<file path="src/rtl/assert_macros.svh">
// ----------------------------------------------------------------------------
// Assertion macros
// Shared shorthand for the clocked concurrent assertions of the project.
// ----------------------------------------------------------------------------
`ifndef ASSERT_MACROS_SVH
`define ASSERT_MACROS_SVH

// Clocked assertion that is switched off while reset is applied.
`define SVRI_ASSERT(lbl, clk, rst_n, prop, msg) \
    lbl: assert property (@(posedge clk) disable iff (!rst_n) prop) else $error(msg);

// Clocked assertion that is also checked during reset.
`define SVRI_ASSERT_RST(lbl, clk, prop, msg) \
    lbl: assert property (@(posedge clk) prop) else $error(msg);

`endif

</file>
<file path="src/rtl/svri_pkg.sv">
// ----------------------------------------------------------------------------
// svri_pkg
// Types and constants of the serial volume register interface.
// ----------------------------------------------------------------------------
package svri_pkg;

    // Field widths.
    localparam int unsigned ByteW  = 8;
    localparam int unsigned AttenW = 6;
    localparam int unsigned CountW = 4;
    localparam int unsigned ChanW  = 2;

    // Bit positions within the written byte.
    localparam int unsigned BitStrobe  = 0;
    localparam int unsigned BitData    = 1;
    localparam int unsigned BitClock   = 2;
    localparam int unsigned BitLowpass = 3;
    localparam int unsigned BitMute    = 4;

    // Serial link limits.
    localparam logic [AttenW-1:0] MaxAtten   = AttenW'(43);
    localparam logic [CountW-1:0] CommitBits = CountW'(11);
    localparam logic [CountW-1:0] CountCap   = CountW'(12);
    localparam logic [CountW-1:0] ChanFirst  = CountW'(3);
    localparam logic [CountW-1:0] VolFirst   = CountW'(5);

    // Strobe status codes.
    typedef enum logic [1:0] {
        ST_NONE   = 2'd0,
        ST_COMMIT = 2'd1,
        ST_CLAMP  = 2'd2,
        ST_REJECT = 2'd3
    } t_status;

    // One result word as it travels from the link logic to the output stage.
    typedef struct packed {
        logic              mute;
        logic              lowpass;
        logic [AttenW-1:0] left;
        logic [AttenW-1:0] right;
        t_status           status;
    } t_result;

endpackage

</file>
<file path="src/rtl/svri_in_if.sv">
// ----------------------------------------------------------------------------
// svri_in_if
// Input channel: one written output byte per word.
// ----------------------------------------------------------------------------
interface svri_in_if import svri_pkg::*; ();

    logic             valid;
    logic             ready;
    logic [ByteW-1:0] gpo_byte;

    modport source (output valid, output gpo_byte, input ready);
    modport sink   (input valid, input gpo_byte, output ready);

endinterface

</file>
<file path="src/rtl/svri_out_if.sv">
// ----------------------------------------------------------------------------
// svri_out_if
// Output channel: flags, committed attenuations and strobe status per word.
// ----------------------------------------------------------------------------
interface svri_out_if import svri_pkg::*; ();

    logic              valid;
    logic              ready;
    logic              mute_flag;
    logic              lowpass_flag;
    logic [AttenW-1:0] left_attenuation;
    logic [AttenW-1:0] right_attenuation;
    logic [1:0]        strobe_status;

    modport source (
        output valid, output mute_flag, output lowpass_flag,
        output left_attenuation, output right_attenuation, output strobe_status,
        input  ready
    );
    modport sink (
        input  valid, input mute_flag, input lowpass_flag,
        input  left_attenuation, input right_attenuation, input strobe_status,
        output ready
    );

endinterface

</file>
<file path="src/rtl/svri_link.sv">
// ----------------------------------------------------------------------------
// svri_link
// Serial link state: edge detection, shift registers, commit and levels.
// ----------------------------------------------------------------------------
module svri_link import svri_pkg::*; (
    input  logic             i_clk,
    input  logic             i_rst_n,
    input  logic             i_en,
    input  logic [ByteW-1:0] i_byte,
    output t_result          o_result
);

    logic              r_prev_clock;
    logic [CountW-1:0] r_count;
    logic [ChanW-1:0]  r_chan;
    logic [AttenW-1:0] r_vol;
    logic [AttenW-1:0] r_left;
    logic [AttenW-1:0] r_right;

    logic              n_count_clr;
    logic [CountW-1:0] n_count;
    logic [ChanW-1:0]  n_chan;
    logic [AttenW-1:0] n_vol;
    logic [AttenW-1:0] n_left;
    logic [AttenW-1:0] n_right;
    logic [AttenW-1:0] vol_clamped;
    t_status           status;

    logic strobe;
    logic clk_bit;
    logic data_bit;

    assign strobe   = i_byte[BitStrobe];
    assign clk_bit  = i_byte[BitClock];
    assign data_bit = i_byte[BitData];

    // Attenuation limited to the largest step.
    assign vol_clamped = (r_vol > MaxAtten) ? MaxAtten : r_vol;

    // Next state of the link for this word.
    always_comb begin
        n_count_clr = 1'b0;
        n_count     = r_count;
        n_chan      = r_chan;
        n_vol       = r_vol;
        n_left      = r_left;
        n_right     = r_right;
        status      = ST_NONE;
        priority if (strobe) begin
            if (r_count != CommitBits) begin
                status = ST_REJECT;
            end else begin
                status = (r_vol > MaxAtten) ? ST_CLAMP : ST_COMMIT;
                n_vol  = vol_clamped;
                if (r_chan[0]) begin
                    n_left = vol_clamped;
                end
                if (r_chan[1]) begin
                    n_right = vol_clamped;
                end
            end
        end else if (clk_bit && !r_prev_clock) begin
            // Rising edge: place the data bit by its position in the word.
            if (r_count >= ChanFirst && r_count < VolFirst) begin
                n_chan = {r_chan[ChanW-2:0], data_bit};
            end else if (r_count >= VolFirst && r_count < CommitBits) begin
                n_vol = {r_vol[AttenW-2:0], data_bit};
            end
            if (r_count < CountCap) begin
                n_count = r_count + CountW'(1);
            end
        end else if (clk_bit == r_prev_clock) begin
            // Clock level held: the transfer is abandoned.
            n_count_clr = 1'b1;
        end else begin
            // Falling edge: only the clock level is recorded.
            n_count_clr = 1'b0;
        end
    end

    // State registers advance only when a word is processed.
    always_ff @(posedge i_clk) begin
        if (!i_rst_n) begin
            r_prev_clock <= 1'b0;
            r_count      <= '0;
            r_chan       <= '0;
            r_vol        <= '0;
            r_left       <= '0;
            r_right      <= '0;
        end else if (i_en) begin
            r_prev_clock <= clk_bit;
            r_left       <= n_left;
            r_right      <= n_right;
            if (n_count_clr) begin
                r_count <= '0;
                r_chan  <= '0;
                r_vol   <= '0;
            end else begin
                r_count <= n_count;
                r_chan  <= n_chan;
                r_vol   <= n_vol;
            end
        end
    end

    // Result of this word, levels as they stand after the update.
    assign o_result = '{
        mute:    i_byte[BitMute],
        lowpass: i_byte[BitLowpass],
        left:    n_left,
        right:   n_right,
        status:  status
    };

endmodule

</file>
<file path="src/rtl/svri_out_stage.sv">
// ----------------------------------------------------------------------------
// svri_out_stage
// Output register holding one result word until the sink takes it.
// ----------------------------------------------------------------------------
module svri_out_stage import svri_pkg::*; (
    input  logic    i_clk,
    input  logic    i_rst_n,
    input  logic    i_load,
    input  t_result i_result,
    output logic    o_can_load,
    svri_out_if.source o_out
);

    logic    r_valid;
    t_result r_result;

    // A new word may enter when the register is empty or being drained.
    assign o_can_load = !r_valid || o_out.ready;

    // Valid flag.
    always_ff @(posedge i_clk) begin
        if (!i_rst_n) begin
            r_valid <= 1'b0;
        end else if (o_can_load) begin
            r_valid <= i_load;
        end
    end

    // Payload register.
    always_ff @(posedge i_clk) begin
        if (i_load && o_can_load) begin
            r_result <= i_result;
        end
    end

    assign o_out.valid             = r_valid;
    assign o_out.mute_flag         = r_result.mute;
    assign o_out.lowpass_flag      = r_result.lowpass;
    assign o_out.left_attenuation  = r_result.left;
    assign o_out.right_attenuation = r_result.right;
    assign o_out.strobe_status     = r_result.status;

endmodule

</file>
<file path="src/rtl/serial_volume_register_interface_top.sv">
// The block takes one written output byte per word and returns one result word
// for it, at a sustained rate of one word per clock cycle while the sink keeps
// taking results. A word is held first in the input register, then the logic
// that updates the serial link state loads its result into the output register,
// from which it is offered. The input side keeps accepting while a result waits,
// and stalls only when both the input register and the output register hold
// words the sink has not taken.
// ----------------------------------------------------------------------------
// serial_volume_register_interface_top
// Serial volume register interface: mute and low-pass flags, an 11-bit
// serial link with clamped left and right attenuation commit.
// ----------------------------------------------------------------------------
`include "assert_macros.svh"

module serial_volume_register_interface_top import svri_pkg::*; (
    input  logic       i_clk,
    input  logic       i_rst_n,
    svri_in_if.sink    i_in,
    svri_out_if.source o_out
);

    logic             r_in_valid;
    logic [ByteW-1:0] r_in_byte;
    logic             can_load;
    logic             advance;
    t_result          result;

    logic             in_accept;
    logic             atten_ok;
    logic             stalled;
    logic             pipe_empty;

    // The registered word moves on when the output stage can take it.
    assign advance    = r_in_valid && can_load;
    assign i_in.ready = !r_in_valid || advance;

    // Input register.
    always_ff @(posedge i_clk) begin
        if (!i_rst_n) begin
            r_in_valid <= 1'b0;
        end else if (i_in.ready) begin
            r_in_valid <= i_in.valid;
        end
    end

    always_ff @(posedge i_clk) begin
        if (i_in.valid && i_in.ready) begin
            r_in_byte <= i_in.gpo_byte;
        end
    end

    svri_link u_link (
        .i_clk    (i_clk),
        .i_rst_n  (i_rst_n),
        .i_en     (advance),
        .i_byte   (r_in_byte),
        .o_result (result)
    );

    svri_out_stage u_out (
        .i_clk      (i_clk),
        .i_rst_n    (i_rst_n),
        .i_load     (advance),
        .i_result   (result),
        .o_can_load (can_load),
        .o_out      (o_out)
    );

    // Conditions watched by the checks.
    assign in_accept  = i_in.valid && i_in.ready;
    assign atten_ok   = (o_out.left_attenuation <= MaxAtten) &&
                        (o_out.right_attenuation <= MaxAtten);
    assign stalled    = r_in_valid && !advance;
    assign pipe_empty = !o_out.valid && !r_in_valid;

    // Checks.
    `SVRI_ASSERT(a_atten_range, i_clk, i_rst_n, o_out.valid |-> atten_ok, "attenuation above limit")
    `SVRI_ASSERT(a_in_capture, i_clk, i_rst_n, in_accept |=> r_in_valid, "accepted word not held")
    `SVRI_ASSERT(a_no_drop, i_clk, i_rst_n, stalled |=> r_in_valid, "stalled word lost")
    `SVRI_ASSERT_RST(a_reset_empty, i_clk, !i_rst_n |=> pipe_empty, "not empty after reset")

endmodule
</file>
<file path="src/flat_wrapper.sv">
// flat-port wrapper written by rule: the top's interface ports become plain ports
module serial_volume_register_interface_top_flat import svri_pkg::*;
  (i_clk, i_rst_n, i_in_valid, i_in_gpo_byte, i_in_ready, o_out_valid, o_out_mute_flag, o_out_lowpass_flag, o_out_left_attenuation, o_out_right_attenuation, o_out_strobe_status, o_out_ready);
  svri_in_if i_in_i ();
  svri_out_if o_out_i ();
  input  logic i_clk;
  input  logic i_rst_n;
  input wire logic [$bits(i_in_i.valid)-1:0] i_in_valid;
  input wire logic [$bits(i_in_i.gpo_byte)-1:0] i_in_gpo_byte;
  output wire logic [$bits(i_in_i.ready)-1:0] i_in_ready;
  output wire logic [$bits(o_out_i.valid)-1:0] o_out_valid;
  output wire logic [$bits(o_out_i.mute_flag)-1:0] o_out_mute_flag;
  output wire logic [$bits(o_out_i.lowpass_flag)-1:0] o_out_lowpass_flag;
  output wire logic [$bits(o_out_i.left_attenuation)-1:0] o_out_left_attenuation;
  output wire logic [$bits(o_out_i.right_attenuation)-1:0] o_out_right_attenuation;
  output wire logic [$bits(o_out_i.strobe_status)-1:0] o_out_strobe_status;
  input wire logic [$bits(o_out_i.ready)-1:0] o_out_ready;
  assign i_in_i.valid = i_in_valid;
  assign i_in_i.gpo_byte = i_in_gpo_byte;
  assign i_in_ready = i_in_i.ready;
  assign o_out_valid = o_out_i.valid;
  assign o_out_mute_flag = o_out_i.mute_flag;
  assign o_out_lowpass_flag = o_out_i.lowpass_flag;
  assign o_out_left_attenuation = o_out_i.left_attenuation;
  assign o_out_right_attenuation = o_out_i.right_attenuation;
  assign o_out_strobe_status = o_out_i.strobe_status;
  assign o_out_i.ready = o_out_ready;
  serial_volume_register_interface_top u_core (.i_clk(i_clk), .i_rst_n(i_rst_n), .i_in(i_in_i), .o_out(o_out_i));
endmodule
</file>
<file path="config.mk">
export PLATFORM = sky130hd
export DESIGN_NAME = serial_volume_register_interface_top_flat
export DESIGN_NICKNAME = d
export VERILOG_FILES = /design/src/rtl/svri_pkg.sv /design/src/rtl/svri_in_if.sv /design/src/rtl/svri_out_if.sv /design/src/rtl/svri_link.sv /design/src/rtl/svri_out_stage.sv /design/src/rtl/serial_volume_register_interface_top.sv /design/src/flat_wrapper.sv
export VERILOG_INCLUDE_DIRS = /design/src /design/src/rtl
export SDC_FILE = /design/constraint.sdc
export NUM_CORES = 1
export LEC_CHECK = 0
export BUFFER_PORTS_ARGS = -buffer_cell sky130_fd_sc_hd__clkbuf_2
export CORE_MARGIN = 1
export CORE_UTILIZATION = 51
export CTS_CLUSTER_DIAMETER = 40
export CTS_CLUSTER_SIZE = 28
export DETAILED_ROUTE_END_ITERATION = 8
export PLACE_DENSITY = 0.78
export SYNTH_ARGS = -nofsm -noshare
export SYNTH_HDL_FRONTEND = slang
export SYNTH_HIERARCHICAL = 1
export SYNTH_SLANG_ARGS = --single-unit
export TNS_END_PERCENT = 50
</file>
<file path="constraint.sdc">
create_clock -name i_clk -period 4.15 [get_ports i_clk]
set_input_delay 0.6225 -clock i_clk [delete_from_list [all_inputs] [get_ports i_clk]]
set_output_delay 0.6225 -clock i_clk [all_outputs]
set_load 0.005 [all_outputs]
</file>
==> metrics <==
Critical Path Source u_core/u_link/r_count[1]; GR Util met2 30.45%; syn avg cell area 10.37 um2; Worst Setup Start Kind flop; Crit. End Element flop; crit path time final approximately 1.8 ns; Worst-Skew Late Latency 0.29 ns; diode count 0; Site Rows 23; Area growth syn-to-layout 9.268%; setup TNS 0 ns; Max-slew headroom 57.04%; MaxCap Viol Count 0; drt initial violations 97; vias between 1.5k and 2k; Critical-path top delay cell and3_1; CP arrival 2.00 ns; post-route ant nets 0; Final Cycle Share 44.05%; Slew Limit Fails 0; Inst Count DP 275; Setup Viol. Count Final 0; remaining global-route overflow 0; share of layout cells above drive strength 1 about 21%; final core utilization 58.90%; P_leak 0.0008502 uW; hold path start u_core/r_in_byte[4]; hold_buf cts 0; Hold WS between 0.4 and 0.5 ns; CTS H-tree depth 2; most common cell after layout, fill and taps aside dfxtp_1; crit-path max FO 9; RR Startpoint u_core/u_link/r_count[1]; die width approximately 67 um; fmax between 500 and 600 MHz; Num CTS Buffers 5; WS Path Type reg -> reg; met3 Track Usage GR 4.561%; Worst-Margin Slew 0.6437 ns; status completed; top library cells by usage in the layout, fill and taps aside dfxtp_1, clkbuf_2, nand2_1; post-DP HPWL 2672 um; cell count after synthesis 211; Max VDD drop between 150 and 200 uV; Clock Skews 0.005777 ns; RSZ-0062 raised after global routing false; clock buffer depth 2; Power Density ~350 nW/um2; HP Class reg -> reg; Starting Density 53.90%; die area 4554 um2; Post-Layout Inst Area ~2400 um2; CTS tree yes; met1 usage between 20% and 30%; Post-Syn Nets 226; Vias/cell about 5.5; post-route DRC violation count 0; Placer Congestion 0.8866; die height 67.49 um; CTS resizes 0; routed length per instance around 13 um; first-pass GRT wire length 6361 um; Non-Filler Instances 283; largest net degree at the start of global routing 21; initial antenna violation count 0; cells along the critical path ha_1, and4b_1, and3_1, mux2i_1, nor2_1; DRT Wirelength 3653 um; CP top delay family simple AND/OR/NAND/NOR gates; postcts setup bufs 0; port buffer count 26; grt peak-use layer met2; WP buf/inv 0; slowest stage delay, CP 0.44 ns; GRT Resource Usage Total roughly a fifth; IO Count 30; Yosys Warn Count 6; vias in the first global route 1393; Final Hold Viols 0; core area approximately 4100 um2; # clock sinks 48; Root Buffer clkbuf_8; Cell Area, Synth approximately 2200 um2; clk slew on worst S/H paths about 0.08 ns; Initial DRT Pass Iterations 4; nets approximately 250; Worst Path Required 4.32 ns; cell area after placement 2302 um2
==> registers in the layout, summed over array words and instances (netlist names), 2 cells and up <==
| signal | count |
|---|---|
| u_core/u_link/r_right | 6 |
| u_core/u_link/r_left | 6 |
| u_core/u_link/r_count | 4 |
| u_core/u_out/o_out.left_attenuation | 6 |
| u_core/u_link/r_vol | 6 |
| u_core/r_in_byte | 5 |
| u_core/u_out/o_out.strobe_status | 2 |
| u_core/u_link/r_chan | 2 |
| u_core/u_out/o_out.right_attenuation | 6 |
==> area by class of cell <==
| class | count | area, um2 |
|---|---|---|
| fill | 349 | 1668 |
| sequential | 48 | 1171 |
| multi-input combinational | 137 | 885.9 |
| timing repair buffer | 26 | 130.1 |
| clock buffer | 5 | 68.82 |
| tap | 50 | 62.56 |
| inverter | 14 | 52.55 |
| clock inverter | 3 | 18.77 |
==> power by group <==
| group | leakage, uW | switching (uW) | internal, uW |
|---|---|---|---|
| registers | 0.000420 | 6.57 | 504 |
| logic | 0.000392 | 30.6 | 19.3 |
| clock network | 0.0000378 | 148 | 116 |
| total | 0.000850 | 185 | 640 |
==> final timing paths <==
| check | end | slack [ns] | cells after the start |
|---|---|---|---|
| max | u_core/u_link/r_right[4] | 2.32 | 5 |
| min | u_core/u_out/o_out.mute_flag | 0.43 | 0 |
| max reg2reg | u_core/u_link/r_right[4] | 2.32 | 5 |
| min reg2reg | u_core/u_out/o_out.mute_flag | 0.43 | 0 |
==> per-layer routing <==
metal | wire length [um] | vias to the layer above
met2 | 1716 | 48
met5 | 0 | -
met1 | 1699 | 713
li1 | - | 799
met3 | 184 | 6
met4 | 53 | 0
==> per-stage QoR <==
stage               power (uW)  setup WS [ns]
CTS                      832.5          2.314
floorplan                555.0          2.349
finish                   824.5          2.322
global route             860.7          2.142
detailed placement       571.9          2.091
global placement         570.4          2.127
Power figures use the tool's default switching activity.
